File: config.mk
export PLATFORM = sky130hd
export DESIGN_NAME = sensor_scratchpad_check_decode_unit
export DESIGN_NICKNAME = d
export VERILOG_FILES = /design/src/rtl/sscd_pkg.sv /design/src/rtl/sscd_front.sv /design/src/rtl/sscd_fifo.sv /design/src/rtl/sscd_back.sv /design/src/rtl/sensor_scratchpad_check_decode_unit.sv
export SDC_FILE = /design/constraint.sdc
export NUM_CORES = 1
export LEC_CHECK = 0
export ABC_AREA = 1
export CAP_MARGIN = 5
export CELL_PAD_IN_SITES_DETAIL_PLACEMENT = 0
export CELL_PAD_IN_SITES_GLOBAL_PLACEMENT = 1
export CORE_AREA = 2 2 103 105
export DETAILED_ROUTE_END_ITERATION = 8
export DIE_AREA = 0 0 105 107
export DONT_BUFFER_PORTS = 1
export PLACE_DENSITY = 0.82
export SYNTH_ARGS = -nofsm -noshare
export SYNTH_HDL_FRONTEND = slang
export SYNTH_SLANG_ARGS = --single-unit
File: constraint.sdc
create_clock -name clk_i -period 4 [get_ports clk_i]
set_input_delay 0.6 -clock clk_i [delete_from_list [all_inputs] [get_ports clk_i]]
set_output_delay 0.6 -clock clk_i [all_outputs]
set_load 0.01 [all_outputs]
File: src/rtl/sscd_pkg.sv
// shared types and constants for the scratchpad check and decode unit
// no dependencies
`timescale 1ns / 1ps
`default_nettype none

package sscd_pkg;

  localparam int unsigned FRAME_BYTES = 9;
  localparam int unsigned POS_W       = 4;

  // frame positions of the captured bytes
  localparam logic [POS_W-1:0] POS_TEMP_LOW   = 4'd0;
  localparam logic [POS_W-1:0] POS_TEMP_HIGH  = 4'd1;
  localparam logic [POS_W-1:0] POS_ALARM_HIGH = 4'd2;
  localparam logic [POS_W-1:0] POS_ALARM_LOW  = 4'd3;
  localparam logic [POS_W-1:0] POS_CONFIG     = 4'd4;
  localparam logic [POS_W-1:0] POS_LAST       = POS_W'(FRAME_BYTES - 1);

  localparam logic [7:0] CRC_POLY = 8'h8C;

  // configuration byte codes
  localparam logic [7:0] CFG_9BIT  = 8'h1F;
  localparam logic [7:0] CFG_10BIT = 8'h3F;
  localparam logic [7:0] CFG_11BIT = 8'h5F;
  localparam logic [7:0] CFG_12BIT = 8'h7F;

  typedef enum logic [1:0] {
    STATUS_OK      = 2'd0,
    STATUS_CRC_ERR = 2'd1,
    STATUS_BAD_CFG = 2'd2
  } status_e;

  // classified byte handed from front to back
  typedef struct packed {
    logic [7:0]       data;
    logic [POS_W-1:0] pos;
  } item_t;

endpackage

`default_nettype wire

File: src/rtl/sscd_front.sv
// front part: accepts bytes and tags each with its frame position
// depends on sscd_pkg
`timescale 1ns / 1ps
`default_nettype none

module sscd_front
  import sscd_pkg::*;
(
  input  wire logic  clk_i,
  input  wire logic  rst_ni,
  input  wire logic  data_valid_i,
  input  wire logic  [7:0] data_byte_i,
  input  wire logic  frame_start_i,
  output logic       data_ready_o,
  output logic       push_valid_o,
  output item_t      push_item_o,
  input  wire logic  push_ready_i
);

  logic [POS_W-1:0] pos_q, pos_d;
  logic [POS_W-1:0] pos_cur;
  logic             accept;

  assign data_ready_o = push_ready_i;
  assign push_valid_o = data_valid_i;
  assign accept       = data_valid_i & push_ready_i;

  // frame start resyncs to byte 0
  assign pos_cur = frame_start_i ? POS_TEMP_LOW : pos_q;

  assign push_item_o = '{data: data_byte_i, pos: pos_cur};

  always_comb begin
    pos_d = pos_q;
    if (accept) begin
      if (pos_cur == POS_LAST) begin
        pos_d = POS_TEMP_LOW;
      end else begin
        pos_d = pos_cur + POS_W'(1);
      end
    end
  end

  always_ff @(posedge clk_i or negedge rst_ni) begin
    if (!rst_ni) begin
      pos_q <= '0;
    end else begin
      pos_q <= pos_d;
    end
  end

endmodule

`default_nettype wire

File: src/rtl/sscd_fifo.sv
// short register queue between front and back
// depends on sscd_pkg for the item type
`timescale 1ns / 1ps
`default_nettype none

module sscd_fifo
  import sscd_pkg::*;
#(
  parameter int unsigned DEPTH = 2
) (
  input  wire logic  clk_i,
  input  wire logic  rst_ni,
  input  wire logic  in_valid_i,
  input  item_t      in_item_i,
  output logic       in_ready_o,
  output logic       out_valid_o,
  output item_t      out_item_o,
  input  wire logic  out_ready_i
);

  localparam int unsigned PTR_W = (DEPTH > 1) ? $clog2(DEPTH) : 1;
  localparam int unsigned CNT_W = $clog2(DEPTH + 1);

  item_t            mem_q [DEPTH];
  logic [PTR_W-1:0] wr_ptr_q, wr_ptr_d;
  logic [PTR_W-1:0] rd_ptr_q, rd_ptr_d;
  logic [CNT_W-1:0] count_q, count_d;
  logic             push, pop;

  assign in_ready_o  = (count_q != CNT_W'(DEPTH));
  assign out_valid_o = (count_q != '0);
  assign out_item_o  = mem_q[rd_ptr_q];
  assign push        = in_valid_i & in_ready_o;
  assign pop         = out_valid_o & out_ready_i;

  always_comb begin
    wr_ptr_d = wr_ptr_q;
    rd_ptr_d = rd_ptr_q;
    if (push) begin
      wr_ptr_d = (wr_ptr_q == PTR_W'(DEPTH - 1)) ? '0 : wr_ptr_q + PTR_W'(1);
    end
    if (pop) begin
      rd_ptr_d = (rd_ptr_q == PTR_W'(DEPTH - 1)) ? '0 : rd_ptr_q + PTR_W'(1);
    end
    count_d = count_q + CNT_W'(push) - CNT_W'(pop);
  end

  always_ff @(posedge clk_i or negedge rst_ni) begin
    if (!rst_ni) begin
      wr_ptr_q <= '0;
      rd_ptr_q <= '0;
      count_q  <= '0;
    end else begin
      wr_ptr_q <= wr_ptr_d;
      rd_ptr_q <= rd_ptr_d;
      count_q  <= count_d;
    end
  end

  always_ff @(posedge clk_i) begin
    if (push) begin
      mem_q[wr_ptr_q] <= in_item_i;
    end
  end

endmodule

`default_nettype wire

File: src/rtl/sscd_back.sv
// back part: crc update, byte capture and result register
// depends on sscd_pkg
`timescale 1ns / 1ps
`default_nettype none

module sscd_back
  import sscd_pkg::*;
(
  input  wire logic         clk_i,
  input  wire logic         rst_ni,
  input  wire logic         item_valid_i,
  input  item_t             item_i,
  output logic              item_ready_o,
  output logic              result_valid_o,
  input  wire logic         result_ready_i,
  output logic       [1:0]  status_o,
  output logic signed [15:0] temperature_o,
  output logic       [1:0]  resolution_code_o,
  output logic       [7:0]  high_alarm_o,
  output logic       [7:0]  low_alarm_o
);

  function automatic logic [7:0] crc_step(logic [7:0] crc, logic [7:0] data);
    logic [7:0] v;
    v = crc ^ data;
    for (int i = 0; i < 8; i++) begin
      v = v[0] ? ((v >> 1) ^ CRC_POLY) : (v >> 1);
    end
    return v;
  endfunction

  logic [7:0] crc_q, crc_d, crc_in;
  logic [7:0] temp_low_q, temp_high_q, alarm_high_q, alarm_low_q, config_q;
  logic       out_valid_q, out_valid_d;
  logic       last, pop, cfg_known;
  logic [1:0] code;
  logic [15:0] raw, mask;
  status_e    status_d, status_q;
  logic [15:0] temp_d, temp_q;
  logic [1:0] code_d, code_q;

  assign last         = (item_i.pos == POS_LAST);
  assign item_ready_o = !last || !out_valid_q || result_ready_i;
  assign pop          = item_valid_i & item_ready_o;

  assign crc_in = (item_i.pos == POS_TEMP_LOW) ? 8'h00 : crc_q;
  assign crc_d  = crc_step(crc_in, item_i.data);

  always_comb begin
    cfg_known = 1'b1;
    case (config_q)
      CFG_9BIT:  code = 2'd0;
      CFG_10BIT: code = 2'd1;
      CFG_11BIT: code = 2'd2;
      CFG_12BIT: code = 2'd3;
      default: begin
        code      = 2'd0;
        cfg_known = 1'b0;
      end
    endcase
  end

  // drop the bits below the configured resolution
  assign raw  = {temp_high_q, temp_low_q};
  assign mask = 16'hFFFF << (~code);

  always_comb begin
    if (crc_d != 8'h00) begin
      status_d = STATUS_CRC_ERR;
      temp_d   = '0;
      code_d   = '0;
    end else if (!cfg_known) begin
      status_d = STATUS_BAD_CFG;
      temp_d   = '0;
      code_d   = '0;
    end else begin
      status_d = STATUS_OK;
      temp_d   = raw & mask;
      code_d   = code;
    end
  end

  always_comb begin
    out_valid_d = out_valid_q;
    if (out_valid_q && result_ready_i) begin
      out_valid_d = 1'b0;
    end
    if (pop && last) begin
      out_valid_d = 1'b1;
    end
  end

  always_ff @(posedge clk_i or negedge rst_ni) begin
    if (!rst_ni) begin
      crc_q        <= '0;
      temp_low_q   <= '0;
      temp_high_q  <= '0;
      alarm_high_q <= '0;
      alarm_low_q  <= '0;
      config_q     <= '0;
      out_valid_q  <= 1'b0;
    end else begin
      out_valid_q <= out_valid_d;
      if (pop) begin
        crc_q <= last ? 8'h00 : crc_d;
        case (item_i.pos)
          POS_TEMP_LOW:   temp_low_q   <= item_i.data;
          POS_TEMP_HIGH:  temp_high_q  <= item_i.data;
          POS_ALARM_HIGH: alarm_high_q <= item_i.data;
          POS_ALARM_LOW:  alarm_low_q  <= item_i.data;
          POS_CONFIG:     config_q     <= item_i.data;
          default: ;
        endcase
      end
    end
  end

  // result payload, loaded only with the last byte of a frame
  always_ff @(posedge clk_i) begin
    if (pop && last) begin
      status_q      <= status_d;
      temp_q        <= temp_d;
      code_q        <= code_d;
      high_alarm_o  <= alarm_high_q;
      low_alarm_o   <= alarm_low_q;
    end
  end

  assign result_valid_o    = out_valid_q;
  assign status_o          = status_q;
  assign temperature_o     = signed'(temp_q);
  assign resolution_code_o = code_q;

  a_result_from_last: assert property (@(posedge clk_i) disable iff (!rst_ni)
    $rose(out_valid_q) |-> $past(pop && last))
    else $error("result raised without a last byte");

  a_no_overwrite: assert property (@(posedge clk_i) disable iff (!rst_ni)
    (out_valid_q && !result_ready_i) |-> !(pop && last))
    else $error("pending result overwritten");

  a_err_zero: assert property (@(posedge clk_i) disable iff (!rst_ni)
    (out_valid_q && (status_q != STATUS_OK)) |-> (temp_q == '0 && code_q == '0))
    else $error("error result carries temperature or code");

endmodule

`default_nettype wire

File: src/rtl/sensor_scratchpad_check_decode_unit.sv
// top level of the scratchpad check and decode unit
// depends on sscd_pkg, sscd_front, sscd_fifo, sscd_back
//
// usage: scratchpad bytes enter on the data channel (data_valid_i,
// data_ready_o, data_byte_i, frame_start_i), one byte per accepted item.
// frame_start_i marks byte 0 of a frame and drops any partial frame.
// after the ninth byte one result appears on the result channel
// (result_valid_o, result_ready_i) with status, temperature, resolution
// code and both alarm bytes; other bytes give no result.
// throughput: one byte per cycle, set by the crc and capture step in the
// back part, unless a held result stalls the back part (see below).
// the ninth byte is first written into the queue; the result register
// loads as it leaves the queue, and result_valid_o rises with that load.
// reset clears the frame position, crc, captured bytes and all valid flags.
// when the receiver stalls the result register holds; bytes keep flowing
// into the back part until the next ninth byte meets the held result, then
// the FIFO_DEPTH entry queue fills and data_ready_o falls.
`timescale 1ns / 1ps
`default_nettype none

module sensor_scratchpad_check_decode_unit
  import sscd_pkg::*;
#(
  parameter int unsigned FIFO_DEPTH = 2
) (
  input  wire logic          clk_i,
  input  wire logic          rst_ni,
  input  wire logic          data_valid_i,
  output logic               data_ready_o,
  input  wire logic   [7:0]  data_byte_i,
  input  wire logic          frame_start_i,
  output logic               result_valid_o,
  input  wire logic          result_ready_i,
  output logic        [1:0]  status_o,
  output logic signed [15:0] temperature_o,
  output logic        [1:0]  resolution_code_o,
  output logic        [7:0]  high_alarm_o,
  output logic        [7:0]  low_alarm_o
);

  logic  push_valid, push_ready;
  item_t push_item;
  logic  pop_valid, pop_ready;
  item_t pop_item;

  sscd_front u_front (
    .clk_i         (clk_i),
    .rst_ni        (rst_ni),
    .data_valid_i  (data_valid_i),
    .data_byte_i   (data_byte_i),
    .frame_start_i (frame_start_i),
    .data_ready_o  (data_ready_o),
    .push_valid_o  (push_valid),
    .push_item_o   (push_item),
    .push_ready_i  (push_ready)
  );

  sscd_fifo #(
    .DEPTH (FIFO_DEPTH)
  ) u_fifo (
    .clk_i       (clk_i),
    .rst_ni      (rst_ni),
    .in_valid_i  (push_valid),
    .in_item_i   (push_item),
    .in_ready_o  (push_ready),
    .out_valid_o (pop_valid),
    .out_item_o  (pop_item),
    .out_ready_i (pop_ready)
  );

  sscd_back u_back (
    .clk_i             (clk_i),
    .rst_ni            (rst_ni),
    .item_valid_i      (pop_valid),
    .item_i            (pop_item),
    .item_ready_o      (pop_ready),
    .result_valid_o    (result_valid_o),
    .result_ready_i    (result_ready_i),
    .status_o          (status_o),
    .temperature_o     (temperature_o),
    .resolution_code_o (resolution_code_o),
    .high_alarm_o      (high_alarm_o),
    .low_alarm_o       (low_alarm_o)
  );

endmodule

`default_nettype wire
-- After elaboration in Yosys (flattened, before gate mapping)
Memories as Yosys holds them, arrays and structs flattened.
Index checks and enable logic that the tools add are counted.
- add/subtract/negate cells: 5
- eq/ne operators: 11
- shift-type cells: 1
- muxes and demuxes: 21
- bitwise logic cells: 14
- reduce and logical (&&, ||, !) cells: 17
- operators with widths (operator ; count):
    $mux W8 ; 10
    $not A2 Y3 ; 8
    $and A16 B16 Y16 ; 1
    $eq A8 B7 Y1 const B ; 2
    $shl A16 B2 Y16 const A ; 1
    $reduce_and A2 Y1 ; 5
    $eq A4 B2 Y1 const B ; 2
    $eq A4 B4 Y1 const B ; 2
    $eq A8 B5 Y1 const B ; 1
    $eq A8 B6 Y1 const B ; 1
    $mux W4 ; 2
    $reduce_bool A8 Y1 ; 1
    $xor A8 B8 Y8 ; 1
    $mux W1 ; 7
    $pmux W2 S3 ; 1
    $add A4 B1 Y4 const B ; 1
    $eq A4 B1 Y1 const B ; 1
    $eq A4 B3 Y1 const B ; 1
    $logic_not A4 Y1 ; 1
    $reduce_bool A2 Y1 ; 2
    $reduce_or A4 Y1 ; 1
    $add A1 B1 Y1 const B ; 2
    $add A2 B1 Y2 ; 1
    $and A1 B1 Y1 ; 2
    9 further kinds ; 12
- bits in registers: 93
- bits in writable memories: 24
- bits of input ports: 13
- memories kept: 1
- memories (name ; words ; width ; read ports ; clocked after memory_dff ; write ports ; RTL line ; source):
    u_fifo.mem_q ; 2 ; 12 ; 1 ; 0 ; 1 ; sscd_fifo.sv:24 ; item_t mem_q [DEPTH];

-- Longest topological paths before layout
Gate-level depths: netlist (run 1).
An unclocked memory read counts as a cell.
- word-level depth: 22
- depth in mapped cells: 20

-- Hierarchy
From an unflattened synthesis (run 1), not the netlist that was laid out.
- cells, all modules: 499
- area total of the unflattened synthesis: 5202.5 sq um
- by module, submodules not included (module ; instances ; cells each ; area an instance (sq um) ; sequential area each (sq um)):
    sscd_back ; 1 ; 357 ; 3758.6 ; 2307.2
    sscd_fifo ; 1 ; 94 ; 1112.3 ; 820.8
    sscd_front ; 1 ; 48 ; 331.6 ; 100.1

-- Least setup slack after synthesis (run 1)
Ideal clock, no wire load.
- kind: reg2reg
- start: register u_fifo.rd_ptr_q
- end: register u_back.high_alarm_o[0] (enable)
- library setup time: 0.429 ns
- data arrival time: 3.141 ns
- required time: 3.571 ns
- setup slack: 0.430 ns
- stages on the path, launching flop included: 10
- clock period less this slack: 3.570 ns
- cell sequence: dfrtp_1 inv_2 nand2_1 nand2_1 nor2_4 inv_1 nor3_1 a21oi_1 clkinv_1 nor2_1
- cells in the longest elaborated chain, start to end: 7
- ends and longest elaborated chain (item ; RTL line ; source):
    from (decl) ; sscd_fifo.sv:26 ; logic [PTR_W-1:0] rd_ptr_q, rd_ptr_d;
    from (signal assigned) ; sscd_fifo.sv:55 ; rd_ptr_q <= rd_ptr_d;
    $mem_v2 Z2 W12 ; - ;
    $eq A4 B4 Y1 ; sscd_back.sv:42 ; assign last = (item_i.pos == POS_LAST);
    $logic_not A1 Y1 ; sscd_back.sv:43 ; assign item_ready_o = !last || !out_valid_q || result_ready_i;
    $logic_or A1 B1 Y1 (2 in a row) ; sscd_back.sv:43 ;
    $and A1 B1 Y1 ; sscd_back.sv:44 ; assign pop = item_valid_i & item_ready_o;
    net u_back.pop ; sscd_back.sv:35 ; logic last, pop, cfg_known;
    $logic_and A1 B1 Y1 ; sscd_back.sv:120 ; if (pop && last) begin
    to (signal assigned) ; sscd_back.sv:124 ; high_alarm_o <= alarm_high_q;
    to (decl) ; sscd_back.sv:19 ; output logic [7:0] high_alarm_o,
The timed path passes the listed nets, and every way through them passes these cells.
A chain may end at the register's enable or synchronous reset.

-- Final worst setup path (run 1)
- start: register u_fifo.rd_ptr_q
- end: register u_back.low_alarm_o[5] (enable)
- cells in the longest elaborated chain, start to end: 7
- ends and longest elaborated chain (item ; RTL line ; source):
    $mem_v2 Z2 W12 ; - ;
    $eq A4 B4 Y1 ; sscd_back.sv:42 ;
    $logic_not A1 Y1 ; sscd_back.sv:43 ;
    $logic_or A1 B1 Y1 (2 in a row) ; sscd_back.sv:43 ;
    $and A1 B1 Y1 ; sscd_back.sv:44 ;
    net u_back.pop ; sscd_back.sv:35 ;
    $logic_and A1 B1 Y1 ; sscd_back.sv:120 ;
    to (signal assigned) ; sscd_back.sv:125 ; low_alarm_o <= alarm_low_q;
    to (decl) ; sscd_back.sv:20 ; output logic [7:0] low_alarm_o
The timed path passes the listed nets, and every way through them passes these cells.

==> metrics.md, run 1 <==
| Metric | Value |
|---|---|
| Post-synthesis cell area | `0.00494 mm^2` |
| R2R depth | `10` |
| Class of the worst hold path | `input port to flip-flop` |
| VDD IR max | `0.511 mV` |
| IO Port Bufs | `0` |
| Worst-case clock buffer depth | `2` |
| Area taken by multi-input logic gates | `0.00149 mm^2` |
| # DRC | `0` |
| First-pass GRT wire length | `15200 um` |
| Initial Util | `0.489` |
| Post-layout util | `0.562` |
| Syn Nets | `469` |
| Sequential cell area | `0.00323 mm^2` |
| Fin Clk Skew | `0.00785 ns` |
| CTS buffer count | `17` |
| Worst hold margin | `0.181 ns` |
| Total global-route track usage | `0.176` |
| CTS tree | `yes` |
| Tmin final | `3.31 ns` |
| Htree depth | `4` |
| Most common cell after layout, fill and taps aside | `nand2_1` |
| Most frequent cells in the layout | `nand2_1 (114), edfxtp_1 (60), dfrtp_1 (57)` |
| Final GP Congestion | `0.813` |
| GRT overflow | `0` |
| Starting DRT DRC Count | `194` |
| Cells after Synth | `452` |
| Vias post-DR | `3088` |
| Dpl cell area | `0.00508 mm^2` |
| Final ANT Viol Nets | `0` |
| RSZ-0062 raised after global routing | `no` |
| Critical path startpoint category | `flip-flop` |
| Vias per cell | `5.01` |
| Total wire length | `9090 um` |
| Fin crit share | `0.827` |
| Filler Cells Inserted | `892` |
| Die width | `105 um` |
| Worst EP required | `4.16 ns` |
| Final number of max-transition violations | `0` |
| Die Span Y | `107 um` |
| Design area | `0.00567 mm^2` |
| Reg clk slew, reported paths | `0.06 ns` |
| Root buffer selected by CTS | `clkbuf_8` |
| Drt first pass iters | `5` |
| Status | `complete, no violations` |
| DP Wirelength | `6190 um` |
| Worst hold path depth | `0` |
| Crit-path max FO | `36` |
| Distinct cell type count after synthesis | `36` |
| Vias in the first global route | `3056` |
| Layout cells sized above 1 | `0.150` |
| Power Dens Cells | `925 mW/mm^2` |
| Antenna diodes | `0` |
| Layout overhead on the synthesized area | `14.9%` |
| Maximum clock rate | `302 MHz` |
| Core footprint | `0.0101 mm^2` |
| Slew headroom | `0.313` |
| P_leak | `2.40 nW` |
| Endpoint class of the critical path | `flip-flop` |
| Worst Path Arrival | `3.46 ns` |
| Skew-Pair Late Insertion Delay | `0.51 ns` |
| Die area | `0.0112 mm^2` |
| Final setup viols | `0` |
| IO Count | `51` |
| Sinks on Clock Net | `117` |
| Worst-Margin Slew | `1.03 ns` |
| Sequential fraction of the synthesis area | `0.654` |
| Setup TNS | `0 ns` |
| Initial antenna violation count | `0` |
| Synthesis Warnings | `0` |
| Row count | `37` |
| Largest net degree at the start of global routing | `58` |
| Max_cap viols | `0` |
| NumNets Final | `484` |
| Crit path kind | `flip-flop to flip-flop` |
| Syn Area/Cell | `10.9 um^2` |
| Fin. Hold Viols | `0` |
| FF+latch count, synth | `117` |
| Average routed wire per standard cell | `14.8 um` |
-- area by class of cell --
class,count,area share
Clock buffer,18,0.0754
Clock inverter,14,0.0218
Inverter,47,0.0311
Multi-Input combinational cell,280,0.263
Sequential cell,117,0.569
Tap cell,136,0.0300
Timing Repair Buffer,4,0.00927
-- routing by layer --
metal  up-vias  share of wire  global-route usage
met3        11          0.047              0.0444
met1      1463           0.45               0.219
li1       1534              -                   -
met2        80           0.49               0.293
met5         -              0                   0
met4         0          0.012              0.0771
-- synthesized netlist by cell type --
library cell	count	area share
xor2_1	4	0.0071
mux2i_1	1	0.0020
nand4_1	4	0.0051
nand3_4	1	0.0035
inv_1	40	0.030
or2_2	2	0.0025
o21ai_1	2	0.0020
xnor2_1	5	0.0089
nor2_4	12	0.027
clkinv_1	4	0.0030
o21ai_0	51	0.052
nand3_1	25	0.025
dfrtp_1	57	0.29
ha_1	4	0.010
nor3_1	1	0.0010
nand2_1	114	0.087
nor3b_1	1	0.0015
o32ai_1	1	0.0018
nor4_1	1	0.0013
buf_6	2	0.0046
mux2i_2	1	0.0028
or2_0	2	0.0025
a22o_1	1	0.0018
xor2_2	2	0.0066
nand3b_1	1	0.0015
edfxtp_1	60	0.37
nand2_4	3	0.0068
a31oi_1	1	0.0013
inv_2	3	0.0023
clkbuf_1	5	0.0038
nand2_2	10	0.013
nor2_1	23	0.017
a21oi_1	2	0.0020
buf_2	1	0.0010
o22ai_1	3	0.0038
o21ai_2	2	0.0035
-- worst paths after layout --
path | start | end | slack [ns]
worst max-delay path | u_fifo.rd_ptr_q$_DFFE_PN0P_ | u_back.low_alarm_o[5]$_DFFE_PP_ | 0.69
worst min-delay path | data_byte_i[6] | u_fifo.mem_q[1][10]$_DFFE_PP_ | 0.18
worst max register to register | u_fifo.rd_ptr_q$_DFFE_PN0P_ | u_back.low_alarm_o[5]$_DFFE_PP_ | 0.69
worst min register to register | u_back.alarm_low_q[4]$_DFFE_PN0P_ | u_back.low_alarm_o[4]$_DFFE_PP_ | 0.45
max in group asynchronous | rst_ni | u_back.alarm_low_q[1]$_DFFE_PN0P_ | 3.14
min in group asynchronous | rst_ni | u_fifo.wr_ptr_q$_DFFE_PN0P_ | 0.61
-- cells by family (layout without fill, tap and decap cells) --
logic type / Yosys count / after routing / synth area share
AOI/OAI and AO/OA: 63 / 63 / 0.0679
xor gates and xnor gates: 11 / 11 / 0.0226
adders and majority gates: 4 / 4 / 0.0101
buffers and inverters: 55 / 83 / 0.0451
DFF: 117 / 117 / 0.654
muxes: 2 / 2 / 0.00482
and+or+nand+nor: 200 / 200 / 0.195
-- where the power goes --
part	internal [W]	leakage [nW]	total, W	switching (W)
clock network	0.000843	0.265	0.00140	0.000552
registers	0.00173	1.28	0.00198	0.000255
logic	0.000589	0.849	0.00187	0.00128
total	0.00316	2.40	0.00525	0.00209
-- state kept, by name, indices dropped and copies added, names as in the netlist --
register	cells
u_fifo.mem_q	24
u_back.temperature_o	16
u_back.alarm_high_q	8
u_back.alarm_low_q	8
u_back.config_q	8
u_back.crc_q	8
u_back.high_alarm_o	8
u_back.low_alarm_o	8
u_back.temp_high_q	8
u_back.temp_low_q	8
u_front.pos_q	4
u_back.resolution_code_o	2
u_back.status_o	2
u_fifo.count_q	2
u_back.result_valid_o	1
u_fifo.rd_ptr_q	1
u_fifo.wr_ptr_q	1
-- critical path, cell delays in order (launching register included) --
cell and delay [ns]:
dfrtp_1 0.58, inv_2 0.20, nand2_1 0.07, nand2_1 0.15
nor2_4 0.07, inv_1 0.06, nor3_1 0.09, a21oi_1 0.60
clkinv_1 0.53, nor2_4 0.18, buf_4 0.42
-- metrics by stage --
| step | total power, W | std cells | setup WS (ns) |
|---|---|---|---|
| 5_1_grt | 0.00565 | 616 | 0.390 |
| 3_3_place_gp | 0.00379 | 582 | 0.784 |
| 4_1_cts | 0.00528 | 616 | 0.679 |
| 2_1_floorplan | 0.00341 | 452 | 0.430 |
| 6_report | 0.00525 | 616 | 0.693 |
| 3_5_place_dp | 0.00386 | 582 | 0.697 |
-- what timing repair did --
| action | 4_1_cts | 5_1_grt |
|---|---|---|
| resized for setup | 0 | 0 |
| endpoints found under the setup margin | 0 | 0 |
| hold buffers | 2 | 0 |
| setup buffers | 0 | 0 |
| hold endpoints to repair | 57 | 0 |
No activity file was read; power rests on OpenSTA's default activity.
==> run 2, diff against run 1 <==
--- a/config.mk
+++ b/config.mk
@@ -5,13 +5,13 @@
 export SDC_FILE = /design/constraint.sdc
 export NUM_CORES = 1
 export LEC_CHECK = 0
-export ABC_AREA = 1
+export ABC_AREA = 0
 export CAP_MARGIN = 5
 export CELL_PAD_IN_SITES_DETAIL_PLACEMENT = 0
 export CELL_PAD_IN_SITES_GLOBAL_PLACEMENT = 1
-export CORE_AREA = 2 2 103 105
+export CORE_AREA = 2 2 107 109
 export DETAILED_ROUTE_END_ITERATION = 8
-export DIE_AREA = 0 0 105 107
+export DIE_AREA = 0 0 109 111
 export DONT_BUFFER_PORTS = 1
 export PLACE_DENSITY = 0.82
 export SYNTH_ARGS = -nofsm -noshare
==> constraint.sdc (replaced) <==
create_clock -name clk_i -period 3.45 [get_ports clk_i]
set_input_delay 0.5175 -clock clk_i [delete_from_list [all_inputs] [get_ports clk_i]]
set_output_delay 0.5175 -clock clk_i [all_outputs]
set_load 0.01 [all_outputs]
==> metrics.md, run 2 <==
| Metric | Value |
|---|---|
| Status | `complete, no violations` |
| Syn Area/Cell | `13.5 um^2` |
| Tmin final | `3.20 ns` |
| Layout overhead on the synthesized area | `13.3%` |
| # DRC | `0` |
| Fin. Hold Viols | `0` |
| Final ANT Viol Nets | `0` |
| Leading area contributor after synthesis | `edfxtp_1` |
| Top_reg_cell synth | `edfxtp_1` |
| Post-synthesis cell area | `0.00553 mm^2` |
| Layout cells sized above 1 | `0.235` |
| Synth top area cells | `edfxtp_1 (33%), dfrtp_1 (26%), mux2_2 (8.1%)` |
| Max reg flops | `24` |
| Worst Path Arrival | `3.47 ns` |
| Vias post-DR | `3243` |
| CTS buffer count | `17` |
| Top-count cell post-synth | `edfxtp_1` |
| Largest Register | `u_fifo.mem_q` |
| XOR/XNOR Fraction of Synth Area | `0.0731` |
| Simple logic cell fraction of the synthesized area | `0.123` |
| RSZ-0062 raised after global routing | `no` |
| Clk pwr share | `0.263` |
| CTS tree | `yes` |
| Total global-route track usage | `0.198` |
| Htree depth | `4` |
| Filler Cells Inserted | `855` |
| Net Sw Frac | `0.364` |
| Slew headroom | `0.336` |
| Largest net degree at the start of global routing | `58` |
| VDD IR max | `0.521 mV` |
| Maximum clock rate | `313 MHz` |
| Vias per cell | `5.62` |
| Skew-Pair Late Insertion Delay | `0.41 ns` |
| Core footprint | `0.0111 mm^2` |
| Top post-synthesis cells by count | `edfxtp_1 (60), dfrtp_1 (57), mux2_2 (40)` |
| Initial Util | `0.499` |
| IO Count | `51` |
| Gate power share | `0.386` |
| Most common cell after layout, fill and taps aside | `edfxtp_1` |
| P_leak | `2.49 nW` |
| Total wire length | `10900 um` |
| Endpoint class of the critical path | `flip-flop` |
| Most frequent cells in the layout | `edfxtp_1 (60), dfrtp_1 (57), mux2_2 (40)` |
| Synthesis Warnings | `0` |
| Crit-path max FO | `20` |
| Reg clk slew, reported paths | `0.06 ns` |
| Power Dens Cells | `1070 mW/mm^2` |
| Reg power frac | `0.351` |
| Sw power | `0.00245 W` |
| Cell-internal power | `0.00428 W` |
| Post-synth EDFFs | `60` |
| GRT overflow | `0` |
| Post-synthesis mux area share | `0.112` |
| Sinks on Clock Net | `117` |
| Fin crit share | `0.927` |
| Final GP Congestion | `0.827` |
| Max_cap viols | `0` |
| Ys async rst share | `0.487` |
| Largest family of logic cells by synthesized area | `simple AND/OR/NAND/NOR gates` |
| Die area | `0.0121 mm^2` |
| Worst-case clock buffer depth | `2` |
| First-pass GRT wire length | `17900 um` |
| Fin Clk Skew | `0.00853 ns` |
| Cells after Synth | `410` |
| Distinct cell type count after synthesis | `59` |
| Critical path startpoint category | `flip-flop` |
| Setup TNS | `0 ns` |
| NumNets Final | `438` |
| Vias in the first global route | `3294` |
| Root buffer selected by CTS | `clkbuf_16` |
| Class of the worst hold path | `input port to flip-flop` |
| Syn Nets | `427` |
| Die width | `109 um` |
| Initial antenna violation count | `0` |
| Sequential fraction of the synthesis area | `0.584` |
| Worst-Margin Slew | `0.992 ns` |
| Post-layout util | `0.566` |
| Die Span Y | `111 um` |
| Drt first pass iters | `4` |
| Final setup viols | `0` |
| Average routed wire per standard cell | `18.8 um` |
| Worst EP required | `3.72 ns` |
| DP Wirelength | `7230 um` |
| Crit path kind | `flip-flop to flip-flop` |
| Starting DRT DRC Count | `197` |
| Area fraction in compound gates after synthesis | `0.0649` |
| FF+latch count, synth | `117` |
| Post-synth top area share | `0.326` |
| Row count | `39` |
| Final number of max-transition violations | `0` |
| CTS resizes | `0` |
| IO Port Bufs | `0` |
| Antenna diodes | `0` |
| Synthesized-area fraction occupied by adder cells | `0.00905` |
==> run 2: changes by cell type after synthesis, sizes merged, moves of 15 or more <==
| cell | before | now |
|---|---|---|
| inv | 43 | 11 |
| nor2 | 35 | 15 |
| o21ai | 55 | 22 |
| nand3 | 26 | 11 |
| and4 | 0 | 18 |
| nand2 | 127 | 31 |
| xnor2 | 5 | 32 |
| mux2 | 0 | 43 |
==> run 2: area by class of cell <==
type	instances	area, um^2	area share
clock buffer	18	429	0.0685
clock inverter	14	166	0.0266
inverter	11	43.8	0.00699
multi-input combinational	264	2120	0.339
sequential	117	3230	0.515
tap	143	179	0.0285
timing repair buffer	10	97.6	0.0156
==> run 2: repair_timing <==
item	4_1_cts	5_1_grt
hold endpoints to repair	57	0
hold buffers	2	0
buffers inserted	0	0
==> run 2: per-stage QoR <==
step	worst slack (ns)	std cells	hold WS, ns	area [um^2]	total power (W)
floorplan	0.522	410	0.222	5540	0.00447
global placement	0.390	543	0.224	5630	0.00485
detailed placement	0.314	543	0.224	5630	0.00495
CTS	0.300	577	0.190	6270	0.00676
global route	0.0878	577	0.185	6270	0.00716
finish	0.251	577	0.206	6270	0.00673
==> run 2: power by group through the flow <==
stage / clock [W] / combinational, W / sequential (W)
floorplan: 0 / 0.00224 / 0.00224
global placement: 0 / 0.00249 / 0.00236
detailed placement: 0 / 0.00257 / 0.00238
CTS: 0.00179 / 0.00261 / 0.00236
global route: 0.00186 / 0.00288 / 0.00242
finish: 0.00177 / 0.00260 / 0.00236
==> run 2: worst max-delay path, cell delays in order, from the launching register on <==
cell and delay, ns:
dfrtp_1 0.58, buf_4 0.31, mux2i_1 0.56, xnor3_2 0.60, xnor2_1 0.23, o211a_1 0.49
and4_1 0.28
==> run 2: logic make-up after synthesis <==
logic type,after synthesis
AOI/OAI and AO/OA,51
xor gates and xnor gates,39
adders and majority gates,4
buffers and inverters,29
DFF,117
muxes,55
and+or+nand+nor,115
==> run 2: final timing paths <==
path,startpoint,to,slack (ns),depth (start not counted)
min reg2reg,u_back.alarm_high_q[6]$_DFFE_PN0P_,u_back.high_alarm_o[6]$_DFFE_PP_,0.44,0
max in group asynchronous,rst_ni,u_back.crc_q[1]$_DFFE_PN0P_,2.53,2
max reg2reg,u_fifo.rd_ptr_q$_DFFE_PN0P_,u_back.temperature_o[10]$_SDFFCE_PP0P_,0.25,6
min,data_byte_i[0],u_fifo.mem_q[1][4]$_DFFE_PP_,0.21,0
min in group asynchronous,rst_ni,u_back.alarm_high_q[6]$_DFFE_PN0P_,0.67,2
max,u_fifo.rd_ptr_q$_DFFE_PN0P_,u_back.temperature_o[10]$_SDFFCE_PP0P_,0.25,6
==> run 2: routing by layer <==
| layer | vias to the layer above | GRT usage | wire length [um] |
|---|---|---|---|
| met4 | 0 | 0.0846 | 124 |
| li1 | 1537 | - | - |
| met5 | - | 0 | 0 |
| met2 | 84 | 0.300 | 5290 |
| met3 | 7 | 0.0494 | 493 |
| met1 | 1615 | 0.269 | 4960 |
==> run 3, diff against run 2 <==
--- a/config.mk
+++ b/config.mk
@@ -9,11 +9,12 @@
 export CAP_MARGIN = 5
 export CELL_PAD_IN_SITES_DETAIL_PLACEMENT = 0
 export CELL_PAD_IN_SITES_GLOBAL_PLACEMENT = 1
-export CORE_AREA = 2 2 107 109
+export CORE_AREA = 2 2 101 103
 export DETAILED_ROUTE_END_ITERATION = 8
-export DIE_AREA = 0 0 109 111
+export DIE_AREA = 0 0 103 105
 export DONT_BUFFER_PORTS = 1
 export PLACE_DENSITY = 0.82
 export SYNTH_ARGS = -nofsm -noshare
 export SYNTH_HDL_FRONTEND = slang
+export SYNTH_HIERARCHICAL = 1
 export SYNTH_SLANG_ARGS = --single-unit
==> metrics.md, run 3 <==
| Metric | Value |
|---|---|
| Area taken by multi-input logic gates | `0.00156 mm^2` |
| IO Count | `51` |
| IO Port Bufs | `0` |
| Syn Area/Cell | `14.5 um^2` |
| Initial antenna violation count | `0` |
| RSZ-0062 raised after global routing | `no` |
| Worst Path Arrival | `3.60 ns` |
| Status | `complete, no violations` |
| Average routed wire per standard cell | `16.7 um` |
| Post-layout util | `0.594` |
| FF+latch count, synth | `117` |
| Top-count cell post-synth | `edfxtp_1` |
| Vias per cell | `5.27` |
| Max_cap viols | `0` |
| Sequential fraction of the synthesis area | `0.648` |
| Sequential cell area | `0.00323 mm^2` |
| NumNets Final | `370` |
| Max reg flops | `24` |
| Total global-route track usage | `0.174` |
| DP Wirelength | `5390 um` |
| CTS tree | `yes` |
| Post-synth EDFFs | `60` |
| Ys async rst share | `0.487` |
| Worst EP required | `3.80 ns` |
| Most frequent cells in the layout | `edfxtp_1 (60), dfrtp_1 (57), mux2_2 (37)` |
| Slew headroom | `0.348` |
| Distinct cell type count after synthesis | `43` |
| Initial Util | `0.516` |
| Setup TNS | `0 ns` |
| Die area | `0.0108 mm^2` |
| Crit-path max FO | `20` |
| GRT overflow | `0` |
| Top post-synthesis cells by count | `edfxtp_1 (60), dfrtp_1 (57), mux2_2 (37)` |
| Fin. Hold Viols | `0` |
| Total wire length | `8380 um` |
| Drt first pass iters | `5` |
| Starting DRT DRC Count | `95` |
| Antenna diodes | `0` |
| Reg clk slew, reported paths | `0.06 ns` |
| VDD IR max | `0.462 mV` |
| Design area | `0.00572 mm^2` |
| Synth top area cells | `edfxtp_1 (36%), dfrtp_1 (29%), mux2_2 (8.4%)` |
| P_leak | `2.16 nW` |
| Post-synthesis cell area | `0.00498 mm^2` |
| Core footprint | `0.00964 mm^2` |
| Most common cell after layout, fill and taps aside | `edfxtp_1` |
| Largest Register | `u_fifo/mem_q` |
| Layout cells sized above 1 | `0.293` |
| Critical path startpoint category | `flip-flop` |
| R2r startpoint | `u_fifo/rd_ptr_q$_DFFE_PN0P_` |
| Final ANT Viol Nets | `0` |
| Class of the worst hold path | `input port to flip-flop` |
| Non-filler instance count after layout | `502` |
| Dpl cell area | `0.00509 mm^2` |
| Top_reg_cell synth | `edfxtp_1` |
| Row count | `36` |
| R2r setup slk | `0.21 ns` |
| Root buffer selected by CTS | `clkbuf_8` |
| Final GP Congestion | `0.858` |
| Final setup viols | `0` |
| Htree depth | `4` |
| Fin Clk Skew | `0.00623 ns` |
| Sinks on Clock Net | `117` |
| First-pass GRT wire length | `13900 um` |
| Filler Cells Inserted | `775` |
| Post-synth top area share | `0.362` |
| Final number of max-transition violations | `0` |
| Cells after Synth | `343` |
| Placed cells | `468` |
| Maximum clock rate | `309 MHz` |
| CP startpoint | `u_fifo/rd_ptr_q$_DFFE_PN0P_` |
| # DRC | `0` |
| Largest net degree at the start of global routing | `58` |
| Die width | `103 um` |
| HP Start | `frame_start_i` |
| Vias post-DR | `2648` |
| Worst-case clock buffer depth | `2` |
| Die Span Y | `105 um` |
| Layout overhead on the synthesized area | `15.0%` |
| Endpoint class of the critical path | `flip-flop` |
| Synthesis Warnings | `6` |
| CTS buffer count | `17` |
| Leading area contributor after synthesis | `edfxtp_1` |
| Vias in the first global route | `2644` |
| Fin crit share | `0.940` |
| Skew-Pair Late Insertion Delay | `0.51 ns` |
| Syn Nets | `357` |
| Tmin final | `3.24 ns` |
| Crit path kind | `flip-flop to flip-flop` |
| Worst-Margin Slew | `0.976 ns` |
| Power Dens Cells | `1090 mW/mm^2` |
## run 3: changes by cell type in the layout (fill, tap and decap cells not counted), moves of 8 or more
cell	previous run	this run
xnor2_1	31	13
and4_1	16	0
nor3_2	2	18
xor2_1	3	12
inv_1	10	18
mux2i_1	11	0
o21ai_0	19	10
## run 3: area by class of cell
| class | count | area share |
|---|---|---|
| Sequential cell | 117 | 0.564 |
| Multi-Input combinational cell | 189 | 0.272 |
| Tap cell | 133 | 0.0291 |
| Clock inverter | 15 | 0.0297 |
| Clock buffer | 17 | 0.0723 |
| Inverter | 18 | 0.0118 |
| Timing Repair Buffer | 13 | 0.0210 |
## run 3: logic make-up (layout without fill, tap and decap cells)
family / count (synthesis) / in the layout / share of synthesized area
buffers and inverters: 37 / 63 / 0.0417
AND/OR/NAND/NOR: 79 / 79 / 0.101
multiplexers: 44 / 44 / 0.0995
adder cells (fa/ha/maj): 1 / 1 / 0.00251
XOR/XNOR: 26 / 26 / 0.0485
AO/OA/AOI/OAI: 39 / 39 / 0.0581
flip-flops: 117 / 117 / 0.648
## run 3: stage by stage
step,hold slack (ns),total power [W],worst slack [ns]
final,0.103,0.00622,0.209
after global routing,0.0631,0.00663,0.0346
after CTS,0.0767,0.00627,0.0998
after detailed placement,0.225,0.00451,0.127
after global placement,0.226,0.00446,0.290
after floorplan,0.222,0.00400,0.293
## run 3: metal layers
layer	vias up	GRT usage	share of wire	wire (um)
met4	0	0.0724	0.017	141
met2	67	0.260	0.49	4110
met5	-	0	0	0
met3	10	0.0716	0.044	369
li1	1259	-	-	-
met1	1312	0.222	0.45	3750
## run 3: path summary, 6_finish.rpt
| check | end | cells after the start |
|---|---|---|
| min | u_front/pos_q[1]$_DFFE_PN0P_ | 1 |
| min reg2reg | u_back/high_alarm_o[0]$_DFFE_PP_ | 0 |
| max | u_back/temperature_o[0]$_SDFFCE_PP0P_ | 8 |
| max reg2reg | u_back/temperature_o[0]$_SDFFCE_PP0P_ | 8 |
| min in group asynchronous | u_fifo/count_q[0]$_DFF_PN0_ | 2 |
| max in group asynchronous | u_back/alarm_low_q[0]$_DFFE_PN0P_ | 2 |
## run 3: timing repair
item / in CTS / in global routing
endpoints found under the hold margin: 57 / 0
hold buffers: 2 / 0
setup buffers: 0 / 0
resized for setup: 0 / 1
setup endpoints to repair: 0 / 19
## run 3: critical path, cell delays in order (launching register included)
cell and delay, ns:
dfrtp_1 0.50, mux2_2 0.50, o41ai_2 0.39, xor2_1 0.36, xnor3_1 0.21, or3b_1 0.34
a221o_1 0.34, buf_4 0.23, nor3_2 0.20
## run 3: report_power, final
group | total, W | leakage [nW] | internal [W] | switching, W
Sequential | 0.00230 | 1.24 | 0.00202 | 0.000279
Clock | 0.00170 | 0.277 | 0.00104 | 0.000652
Combinational | 0.00222 | 0.642 | 0.00101 | 0.00121
Total | 0.00622 | 2.16 | 0.00408 | 0.00214
